**src/lcgru_fifo.sv**
```systemverilog
// Two-entry queue between the request front end and the result back end.
module lcgru_fifo #(
	parameter int W = 8
) (
	input  logic         clk,
	input  logic         arst_n,
	input  logic         push_valid,
	output logic         push_ready,
	input  logic [W-1:0] push_data,
	output logic         pop_valid,
	input  logic         pop_ready,
	output logic [W-1:0] pop_data
);

	logic [W-1:0] mem_q [2];
	logic         wr_ptr_q;
	logic         rd_ptr_q;
	logic [1:0]   count_q;
	logic         do_push;
	logic         do_pop;

	assign push_ready = (count_q != 2'd2);
	assign pop_valid  = (count_q != 2'd0);
	assign pop_data   = mem_q[rd_ptr_q];
	assign do_push    = push_valid && push_ready;
	assign do_pop     = pop_valid && pop_ready;

	always_ff @(posedge clk) begin
		if (do_push) begin
			mem_q[wr_ptr_q] <= push_data;
		end
	end

	always_ff @(posedge clk or negedge arst_n) begin
		if (!arst_n) begin
			wr_ptr_q <= 1'b0;
			rd_ptr_q <= 1'b0;
			count_q  <= 2'd0;
		end else begin
			if (do_push) begin
				wr_ptr_q <= ~wr_ptr_q;
			end
			if (do_pop) begin
				rd_ptr_q <= ~rd_ptr_q;
			end
			case ({do_push, do_pop})
				2'b10:   count_q <= count_q + 2'd1;
				2'b01:   count_q <= count_q - 2'd1;
				default: count_q <= count_q;
			endcase
		end
	end

endmodule

```
**config.mk**
```make
export PLATFORM = sky130hd
export DESIGN_NAME = lcgru_fifo
export DESIGN_NICKNAME = d
export VERILOG_FILES = /design/src/lcgru_fifo.sv
export SDC_FILE = /design/constraint.sdc
export NUM_CORES = 1
export LEC_CHECK = 0
export BUFFER_PORTS_ARGS = -buffer_cell sky130_fd_sc_hd__buf_2
export CORE_AREA = 2 2 45 47
export CTS_CLUSTER_SIZE = 40
export DETAILED_ROUTE_END_ITERATION = 10
export DIE_AREA = 0 0 47 49
export MAX_ROUTING_LAYER = met4
export PLACE_DENSITY_LB_ADDON = 0.05
export SYNTH_ARGS = -nofsm -noshare
export SYNTH_HDL_FRONTEND = slang
export SYNTH_SLANG_ARGS = --single-unit
```
**constraint.sdc**
```tcl
create_clock -name clk -period 1.89 [get_ports clk]
set_input_delay 0.0945 -clock clk [delete_from_list [all_inputs] [get_ports clk]]
set_output_delay 0.0945 -clock clk [all_outputs]
set_load 0.05 [all_outputs]
```
After elaboration in Yosys (flattened, before gate mapping). Memories as Yosys holds them, arrays and structs flattened. Cells that the tools add are included.

RAM bits: 16. Memories kept: 1. Bits in registers: 4. Logic and storage cells: 18.

Memories: mem_q (depth 2, width 8, read ports 1, clocked after Yosys merged registers in 0, write ports 1, RTL line 15) `logic [W-1:0] mem_q [2];`.

Add/sub/neg operators: 2. Reduce and logical (&&, ||, !) cells: 4. Equal/unequal tests: 3. Muxes and demuxes: 3. Bitwise logic cells: 2.

Operators with widths (count): 2-bit case mux with 2 select lines (1); 2-bit nonzero test (2); 2-bit by 1-bit adder with 2-bit output (second input constant) (1); 2-bit by 1-bit == test with 1-bit output (second input constant) (1); 2-bit == test (second input constant) (1); 1-bit logical AND (2); 1-bit 2-to-1 mux (2); 2-bit inequality test (second input constant) (1); 1-bit inverter (2); 2-bit by 1-bit subtractor with 2-bit output (second input constant) (1).

Depth between registers and ports, before layout.
Depth after elaboration: 4. Depth in mapped cells: 6. Depth with buffers taken out: 6.

Least setup slack after synthesis. Ideal clock, no wire load.

Kind: register to register. From: reg count_q[0]. To: mem mem_q[0][0] (enable). Arrival: 1.443 ns. Path buffers: 0. Setup time: 0.370 ns. Setup slack: 0.077 ns. Clock period less this slack: 1.813 ns. Required time: 1.520 ns. Stages on the path, launching flop included: 4. Cell sequence: dfrtp_1 > nand2b_1 > nand2_1 > nor2_1.

Longest elaborated chain between the ends: 4.

RTL lines: start, declared (RTL line 18) `logic [1:0] count_q;`; start signal, assigned (RTL line 47) `2'b10: count_q <= count_q + 2'd1;`; start signal, assigned (RTL line 48) `2'b01: count_q <= count_q - 2'd1;`; start signal, assigned (RTL line 49) `default: count_q <= count_q;`; 2-bit inequality test (RTL line 22) `assign push_ready = (count_q != 2'd2);`; via push_ready (RTL line 8) `output logic push_ready,`; 1-bit logical AND (RTL line 25) `assign do_push = push_valid && push_ready;`; 1-bit 2-to-1 mux (RTL line 29) `if (do_push) begin`; 1-bit 2-to-1 mux (not written as such) (RTL line 30) `mem_q[wr_ptr_q] <= push_data;`; end, declared (RTL line 15).

The timed path passes the listed nets, and every way through them passes these cells.

Final worst setup path.
From: reg rd_ptr_q. To: out pop_data[5].

Longest elaborated chain between the ends: 1.

RTL lines: start, declared (RTL line 17) `logic rd_ptr_q;`; start signal, assigned (RTL line 44) `rd_ptr_q <= ~rd_ptr_q;`; memory 2 x 8 bit; end, declared (RTL line 12) `output logic [W-1:0] pop_data`.

Every way passes these cells.

==> flow_summary.toml <==
[die]
fp.coreArea_sq_um = 1840
row_count = 16
chipHeight_um = 49
pin_count = 22
start_util = 0.418
dieArea_sq_um = 2300
fp.dieW_um = 47

[clock_network]
clk_latency_ns = 0.29
clock_path_buffers = 2
cts_tree = "built"
cts_buffers = 3
clk_pin_slew_ns = 0.10
htree_num_levels = 1
cts-root-buf = "clkbuf_4"
clkSinkCount = 20

[sta]
hold_violations = 0
fin_crit_sh = 0.826
post-route-min-period_ns = 1.56
finClkSkew_ns = 0.00786
max_freq_mhz = 640
rsz0062_at_grt = "no"
relSlewSlack = 0.737
maxSlewViolCount = 0
tightestPinTransition_ns = 0.395
finalSetupTns_ns = 0
setup_viol = 0

[finish]
nNetsFinal = 90
drive_gt1_frac = 0.447
instances_no_fill = 103
area_growth_pct = 33.4
num_antenna_cells = 0

[setup_path]
path_cells = "mux2_2 -> buf_2"
crit_required_ns = 1.80
reg2reg_depth = 5
end_kind = "output port"
worst_ep_arrival_time_ns = 1.47
critPathLaunchType = "register"
worstPathMaxFanout = 9
crit_type = "register to output port"
crit_slowest_cell = "dfrtp_1"
slowest_delay_ns = 0.59

[grt]
grt_usage = 0.122
grt_max_degree = 12
grt-ovfl-total = 0
antenna_found_initial = 0
grt_pass1_vias = 456
grt_pass1_wl_um = 1950

[detailed_routing]
firstDrtPassIters = 1
routedWlPerCell_um = 11.2
vias = 448
drt-initial-drc-count = 0
routed_wl_um = 1160
drcViolationCount = 0
ant_nets = 0
drt-vias-per-instance = 4.35

[pwr]
cellLeakagePower_nw = 0.410
p_per_area_nw_per_um2 = 1630
worst_ir_drop_vdd_uv = 923

[synth]
yosysSeqAreaShare = 0.753
ys_ff_latch = 20
yosysWarnings = 0
yosysUniqueCellTypes = 13
netlist_instances = 42
syn-num-nets = 55
synth_area_sq_um = 771
syn_avg_cell_area_sq_um = 18.4

[placed_design]
numPortBuffers = 21
placed_cells = 90
place_hpwl_um = 805
gp_congestion = 0.691

[hold_path]
hold-path-cell-count = 3
holdCritPathClass = "input pin to register"

[flow_run]
drv_cap = 0

[status]
status = "finished clean"
==> cell usage after synthesis <==
master	n	area [sq um]
nand2_1	1	3.75
xnor2_1	3	26.3
nor2_1	2	7.51
or2_1	1	6.26
and3_1	1	6.26
mux2_2	8	90.1
nand2b_1	1	6.26
dfrtp_1	4	100
xor2_1	2	17.5
ha_1	1	12.5
buf_2	1	5.00
and2_4	1	8.76
edfxtp_1	16	480
==> layout by cell type, fill, tap and decap left out <==
| cell type | instances |
|---|---|
| and2_4 | 1 |
| and3_1 | 1 |
| buf_2 | 21 |
| buf_4 | 1 |
| clkbuf_1 | 1 |
| clkbuf_4 | 3 |
| dfrtp_1 | 4 |
| dlygate4sd3_1 | 9 |
| edfxtp_1 | 16 |
| ha_1 | 1 |
| mux2_2 | 8 |
| nand2_1 | 1 |
| nand2b_1 | 1 |
| nor2_1 | 2 |
| or2_1 | 1 |
| xnor2_1 | 3 |
| xor2_1 | 2 |
==> metal layers <==
layer,GRT usage,vias up,part of all wire
met5,-,-,0
met4,0.0417,0,0
met3,0.0333,0,0.047
met2,0.185,13,0.50
met1,0.156,214,0.45
li1,-,221,-
==> critical path: cells and delay by family (launching register included) <==
family	cells	cell delay [ns]
buf+inv	1	0.21
flops	1	0.59
mux	1	0.38
==> path summary, 6_finish.rpt <==
check                      startpoint           to  slack [ns]
setup / recovery             rd_ptr_q  pop_data[5]        0.33
hold / removal              pop_ready     rd_ptr_q        0.10
setup reg to reg           count_q[0]   count_q[1]        0.37
hold reg to reg              wr_ptr_q     wr_ptr_q        0.50
max in group asynchronous      arst_n     rd_ptr_q        1.63
min in group asynchronous      arst_n   count_q[0]        0.13
==> what timing repair did <==
action / 4_1_cts / 5_1_grt
endpoints found under the hold margin: 20 / 0
hold buffers: 9 / 0
buffers inserted: 0 / 0
resized for setup: 0 / 0
==> power by group <==
part           internal, mW  switching (mW)
clock                0.0819           0.119
sequential            0.615          0.0850
combinational         0.261           0.516
total                 0.958           0.720
==> final cells by class <==
type                    count  area [sq um]
flip-flops and latches     20           581
clock buffers               4          26.3
multi-input cells          21           185
well taps                  27          33.8
fillers                   170           813
repair buffers             31           203
==> metrics by stage <==
stage	setup slack, ns	total power, mW	util	hold slack, ns	area (sq um)
after detailed placement	0.395	1.48	0.495	-0.0919	912
final	0.328	1.68	0.558	0.100	1030
after floorplan	0.0765	1.32	-	-0.201	771
after global routing	0.224	1.78	0.558	0.0934	1030
after global placement	0.406	1.48	0.495	-0.0929	912
after CTS	0.297	1.70	0.558	0.0928	1030
==> flip-flops by register name, indices dropped and copies added, names as in the netlist <==
register,flops
count_q,2
mem_q,16
rd_ptr_q,1
wr_ptr_q,1
==> cell families (layout without fill, tap and decap cells) <==
logic type,Yosys count,after routing,synth area share
multiplexers,8,8,0.117
XOR/XNOR,5,5,0.0568
adder cells (fa/ha/maj),1,1,0.0162
AND/OR/NAND/NOR,7,7,0.0503
buffers and inverters,1,35,0.00649
flip-flops,20,20,0.753
No activity file was read; power rests on OpenSTA's default activity.
