[config.mk]
export PLATFORM = sky130hd
export DESIGN_NAME = lcgru_front
export DESIGN_NICKNAME = d
export VERILOG_FILES = /design/src/lcgru_pkg.sv /design/src/lcgru_front.sv
export SDC_FILE = /design/constraint.sdc
export NUM_CORES = 1
export LEC_CHECK = 0
export ABC_AREA = 1
export BUFFER_PORTS_ARGS = -buffer_cell sky130_fd_sc_hd__buf_2
export CELL_PAD_IN_SITES_DETAIL_PLACEMENT = 1
export CELL_PAD_IN_SITES_GLOBAL_PLACEMENT = 1
export CORE_MARGIN = 8
export CORE_UTILIZATION = 30
export CTS_CLUSTER_DIAMETER = 80
export CTS_CLUSTER_SIZE = 8
export DETAILED_ROUTE_END_ITERATION = 10
export PLACE_DENSITY_LB_ADDON = 0.08
export SLEW_MARGIN = 20
export SYNTH_ARGS = -nofsm -noshare
export SYNTH_HDL_FRONTEND = slang
export SYNTH_SLANG_ARGS = --single-unit
[constraint.sdc]
create_clock -name clk -period 6.6 [get_ports clk]
set_clock_uncertainty 0.15 [all_clocks]
set_input_delay 0 -clock clk [delete_from_list [all_inputs] [get_ports clk]]
set_output_delay 0 -clock clk [all_outputs]
set_load 0.01 [all_outputs]
[src/lcgru_pkg.sv]
// Package: operation codes, generator constants and the front-to-back job record.
package lcgru_pkg;

	typedef enum logic [2:0] {
		OP_RAW      = 3'd0,
		OP_FRAC     = 3'd1,
		OP_RANGED   = 3'd2,
		OP_CHANCE   = 3'd3,
		OP_SEED_DEF = 3'd4,
		OP_SEED     = 3'd5,
		OP_SAVE     = 3'd6,
		OP_RESTORE  = 3'd7
	} op_t;

	localparam logic [31:0] LCG_MUL      = 32'h0019_660D;
	localparam logic [31:0] LCG_ADD      = 32'h3C6E_F35F;
	localparam logic [31:0] DEFAULT_SEED = 32'h00EA_A0C7;

	// Everything the back end needs about one request, apart from the
	// fraction-width fields, which travel beside it.
	typedef struct packed {
		op_t         op;
		logic [31:0] raw;
		logic [31:0] lower;
		logic [31:0] upper;
	} job_t;

	localparam int JOB_W = $bits(job_t);

endpackage

[src/lcgru_front.sv]
// Front end: holds both generator streams and the saved copies, steps or reloads them per request.
module lcgru_front #(
	parameter int FRACTION_BITS = 23
) (
	input  logic                     clk,
	input  logic                     arst_n,
	input  logic                     cfg_we,
	input  logic [FRACTION_BITS-1:0] cfg_wdata,
	input  logic                     take,
	input  lcgru_pkg::op_t           op,
	input  logic                     stream_sel,
	input  logic [31:0]              lower_bound,
	input  logic [31:0]              upper_bound,
	input  logic [31:0]              seed_value,
	output lcgru_pkg::job_t          job,
	output logic [FRACTION_BITS-1:0] job_frac
);

	import lcgru_pkg::*;

	logic [FRACTION_BITS-1:0] mask_q;
	logic [31:0]              stream_a_q;
	logic [31:0]              stream_b_q;
	logic [31:0]              saved_a_q;
	logic [31:0]              saved_b_q;
	logic                     steps;
	logic                     use_b;
	logic [31:0]              cur;
	logic [31:0]              nxt;

	assign steps = (op == OP_FRAC) || (op == OP_RANGED) || (op == OP_CHANCE);
	assign use_b = steps && stream_sel;
	assign cur   = use_b ? stream_b_q : stream_a_q;
	assign nxt   = cur * LCG_MUL + LCG_ADD;

	always_comb begin
		job.op    = op;
		job.raw   = (steps || op == OP_RAW) ? nxt : 32'd0;
		job.lower = lower_bound;
		job.upper = upper_bound;
		job_frac  = steps ? (nxt[FRACTION_BITS-1:0] & mask_q) : '0;
	end

	always_ff @(posedge clk or negedge arst_n) begin
		if (!arst_n) begin
			mask_q     <= '1;
			stream_a_q <= DEFAULT_SEED;
			stream_b_q <= 32'd0;
			saved_a_q  <= 32'd0;
			saved_b_q  <= 32'd0;
		end else begin
			if (cfg_we) begin
				mask_q <= cfg_wdata;
			end
			if (take) begin
				case (op)
					OP_RAW: begin
						stream_a_q <= nxt;
					end
					OP_FRAC, OP_RANGED, OP_CHANCE: begin
						if (use_b) begin
							stream_b_q <= nxt;
						end else begin
							stream_a_q <= nxt;
						end
					end
					OP_SEED_DEF: begin
						stream_a_q <= DEFAULT_SEED;
					end
					OP_SEED: begin
						stream_a_q <= seed_value;
					end
					OP_SAVE: begin
						saved_a_q <= stream_a_q;
						saved_b_q <= stream_b_q;
					end
					OP_RESTORE: begin
						stream_a_q <= saved_a_q;
						stream_b_q <= saved_b_q;
					end
					default: begin
						stream_a_q <= stream_a_q;
					end
				endcase
			end
		end
	end

endmodule

## After elaboration in Yosys (flattened, before gate mapping)

Cells that the tools add are included.

- Add/subtract/negate cells: 1
- Bitwise operators: 1
- Muxes and demuxes: 7
- Eq/ne operators: 9
- $mul: 1
- Reduce and logical (&&, ||, !) cells: 11

Operator list:

| cell | number |
|---|---|
| $pmux 32 s5 | 1 |
| $mux 32 | 4 |
| $pmux 32 s2 | 1 |
| $add 32x30->32 const B | 1 |
| $mul 32x21->32 const B | 1 |
| $and 23x23->23 | 1 |
| $mux 23 | 1 |
| $eq 3x3->1 const B | 4 |
| $eq 3x2->1 const B | 2 |
| $reduce_and 3->1 | 2 |
| $reduce_bool 5->1 | 1 |
| $ne 2x2->1 const B | 2 |
| $eq 3x1->1 const B | 1 |
| $logic_not 3->1 | 1 |
| $logic_or 1x1->1 | 3 |
| $reduce_or 3->1 | 1 |
| $reduce_and 2->1 | 1 |
| $reduce_bool 2->1 | 1 |
| $logic_and 1x1->1 | 1 |

- Bits in registers: 151
- Logic and storage cells: 35
- Bits of input ports: 127

## Depth between registers and ports, before layout

- Word-level depth: 9
- Depth in mapped cells: 39

## Worst setup path before layout

OpenSTA, ideal clock, no wires.

- Path type: input to register
- Start: in op[2]
- End: reg stream_b_q[30]
- Stages: 32
- Library setup time: 0.130 ns
- Slack: 0.467 ns
- Arrival time: 5.852 ns
- Buffers on the path: 4
- Cell sequence: buf_4 inv_4 nand3_4 buf_6 inv_2 buf_2 buf_2 nand2_1 o21ai_0 inv_1 ha_1 fa_1 fa_1 inv_1 fa_1 fa_1 inv_1 fa_1 inv_1 fa_1 inv_1 ha_1 nand2_1 inv_1 a21oi_1 inv_1 a211oi_1 nand2_1 nand2_1 nand3_1 nand2_1 o21ai_0

- Longest elaborated chain between the ends: 9
- Elaborated cells between the ends (all ways): 16

Ends and longest elaborated chain:

| item | RTL line | RTL |
|---|---|---|
| start, declared | lcgru_front.sv:10 | `input lcgru_pkg::op_t op,` |
| $eq 3x1->1 or $eq 3x2->1 (tied branches) | lcgru_front.sv:31, lcgru_front.sv:56 |  |
| $logic_or 1x1->1 (2 in a row) | lcgru_front.sv:31 | `assign steps = (op == OP_FRAC) \|\| (op == OP_RANGED) \|\| (op == OP_CHANCE);` |
| $logic_and 1x1->1 | lcgru_front.sv:32 | `assign use_b = steps && stream_sel;` |
| $mux 32 | lcgru_front.sv:33 | `assign cur = use_b ? stream_b_q : stream_a_q;` |
| $mul 32x21->32 | lcgru_front.sv:34 | `assign nxt = cur * LCG_MUL + LCG_ADD;` |
| $add 32x30->32 | lcgru_front.sv:34 |  |
| $mux 32 | lcgru_front.sv:61 | `if (use_b) begin` |
| $pmux 32 s2 | lcgru_front.sv:56 | `case (op)` |
| end signal, assigned | lcgru_front.sv:62 | `stream_b_q <= nxt;` |
| end signal, assigned | lcgru_front.sv:79 | `stream_b_q <= saved_b_q;` |
| end, declared | lcgru_front.sv:23 | `logic [31:0] stream_b_q;` |

Parallel ways exist; a longest one is shown, timed or not. The select of a mux whose other input is x is not followed.
A chain may end at the register's enable or synchronous reset.

==> qor.yml <==
status: "finished, final reports clean"
clk_pin_slew_ps: 70
antenna_cells: 0
ys_warn_count: 0
worstPathRequired_ps: 6450
clkSinkCount: 151
antenna_left: 0
clock_latency_ps: 440
drive_above_1_share_pct: 23.6
post-dp-hpwl_um: 46700
hold_class: "input pin to register"
min_period_ps: 6530
synth-seq-cells: 151
synthFlopType: "dfrtp_1"
clockBufferDepth: 2
grt_max_degree: 68
nets: 2533
syn_inst: 1812
syn_to_final_growth_pct: 31.6
place_area_um2: 16600
yosysUniqueCellTypes: 52
antenna_found_initial: 1
vias: 13100
cts_htree_levels: 4
die_width_um: 239
numCtsBuffers: 17
final.setup.tns_ps: 0
drv_slew: 0
synth_top_cells_by_count: "384 x inv_1, 293 x nand2_1, 175 x o21ai_0, 158 x ha_1, 135 x fa_1"
setup_viol_count_final: 0
yosysTopAreaCellShare_pct: 19.4
whs_ps: 51.4
num_rows: 82
vias_per_cell: 4.69
synth_area_leaders: "dfrtp_1 19%, fa_1 18%, ha_1 13%"
overflow: 0
fill_cells: 5891
cp-end-kind: "output pin"
maxCapViolCount: 0
grt_first_pass_wirelength_um: 89900
crit_fanout: 3
grt_pass1_vias: 14300
synth_nets: 2232
dieHeight_um: 239
async_flop_share_pct: 100
coreArea_um2: 49800
drt_iter0_drc: 554
yosysMostFrequentCell: "inv_1"
synth_edf_count: 0
wl_per_cell_um: 21.3
synth_area_um2: 15000
fin_crit_sh_pct: 98.9
worst_pin_slew_ps: 981
max_freq_mhz: 153
start_kind: "register"
design_area_um2: 19700
ioPinCount: 249
root_buffer: "clkbuf_16"
syn_area_per_cell_um2: 8.27
drc: 0
finalHoldViolations: 0
grt_usage_pct: 20.9
drtPass1Iterations: 4
drt_wl_total_um: 59700
rsz0062_at_grt: "yes"
portBuffers: 120
maxSlewHeadroom_pct: 34.5
synth_area_leader_cell: "dfrtp_1"
arrival_ps: 6380
gp_congestion: 0.918
die-area_um2: 57300
seq_area_frac_synth_pct: 25.5
start_util_pct: 30.1
cts_tree: "yes"
path_class: "register to output pin"
## cells by family (layout without fill, tap and decap cells)
kind of cell,Yosys count,count (layout),share of synthesized area (%)
multiplexers,7,7,0.526
AND/OR/NAND/NOR,489,489,13.6
adder cells (fa/ha/maj),293,293,31.2
buffers and inverters,514,828,14.8
XOR/XNOR,33,33,1.93
AO/OA/AOI/OAI,325,325,12.4
flip-flops,151,151,25.5
## layout by cell type (no fill, tap or decap), types with 16 or more instances in the layout
cell           instances
ha_4                  19
dfrtp_1              116
dlygate4sd3_1        144
o21ai_1               19
inv_1                369
a21oi_2               17
nand2_2               18
clkbuf_16             17
o211ai_1              16
a21oi_1               34
ha_1                 130
buf_4                136
o21ai_0              156
dfstp_2               35
nor3_1                22
fa_1                 133
buf_2                118
nand3_1               33
nor2_1                76
nand2_1              276
## registers in the layout, summed over array words and instances (netlist names)
name,count
saved_b_q,32
mask_q,23
stream_a_q,32
stream_b_q,32
saved_a_q,32
## what timing repair did
action / in CTS / in global routing
pin swaps: 10 / 42
setup buffers: 6 / 21
resized for setup: 64 / 137
hold endpoints to repair: 167 / 0
hold buffers: 145 / 0
endpoints found under the setup margin: 44 / 27
## per-stage QoR
step | util (%) | setup WS [ps] | instances
detailed placement | 33.3 | -308 | 2594
CTS | 38.1 | -38.7 | 2777
global placement | 33.3 | -318 | 2594
finish | 39.6 | 70.4 | 2798
global route | 39.6 | -134 | 2798
floorplan | - | 467 | 1812
## final cells by class
class | instances | area [µm²] | area share, %
flip-flops and latches | 151 | 3820 | 19.4
repair buffers | 407 | 3170 | 16.1
clock buffers | 19 | 433 | 2.20
inverters | 389 | 1480 | 7.48
well taps | 672 | 841 | 4.27
multi-input cells | 1147 | 9800 | 49.7
clock inverters | 13 | 173 | 0.876
## per-layer routing
metal | global-route usage (%) | routed length (µm) | up-vias
li1 | - | - | 6216
met1 | 29.7 | 28600 | 6665
met2 | 34.5 | 28900 | 201
met3 | 1.60 | 1390 | 39
met4 | 4.73 | 770 | 0
met5 | 0 | 0 | -
## worst max-delay path, cell delays in order (launching register included)
cell     delay (ps)
dfstp_2         560
o21ai_4          60
buf_6           130
buf_6           110
ha_4            280
inv_4            30
fa_1            550
inv_2            40
fa_1            560
fa_1            470
fa_1            560
inv_2            40
fa_1            470
inv_1            50
fa_1            520
inv_2            60
ha_4            310
nand2_4          70
buf_6           120
nor3_1          260
nand3_1         130
nand2_1         120
xor2_2          180
nor2_2           70
buf_2           170
## final timing paths
kind	startpoint	endpoint	slack [ps]	cells after the start
setup / recovery	stream_a_q[6]$_DFFE_PN1P_	job[93]	70	24
hold / removal	cfg_we	mask_q[14]$_DFFE_PN1P_	50	2
setup reg to reg	stream_a_q[6]$_DFFE_PN1P_	stream_b_q[29]$_DFFE_PN0P_	280	25
hold reg to reg	stream_b_q[20]$_DFFE_PN0P_	stream_b_q[20]$_DFFE_PN0P_	330	2
max in group asynchronous	arst_n	stream_a_q[12]$_DFFE_PN0P_	5010	4
min in group asynchronous	arst_n	stream_a_q[23]$_DFFE_PN1P_	550	3
Power is not shown: default switching activity piles up to over one toggle a cycle in this logic, so the estimate is an artifact.
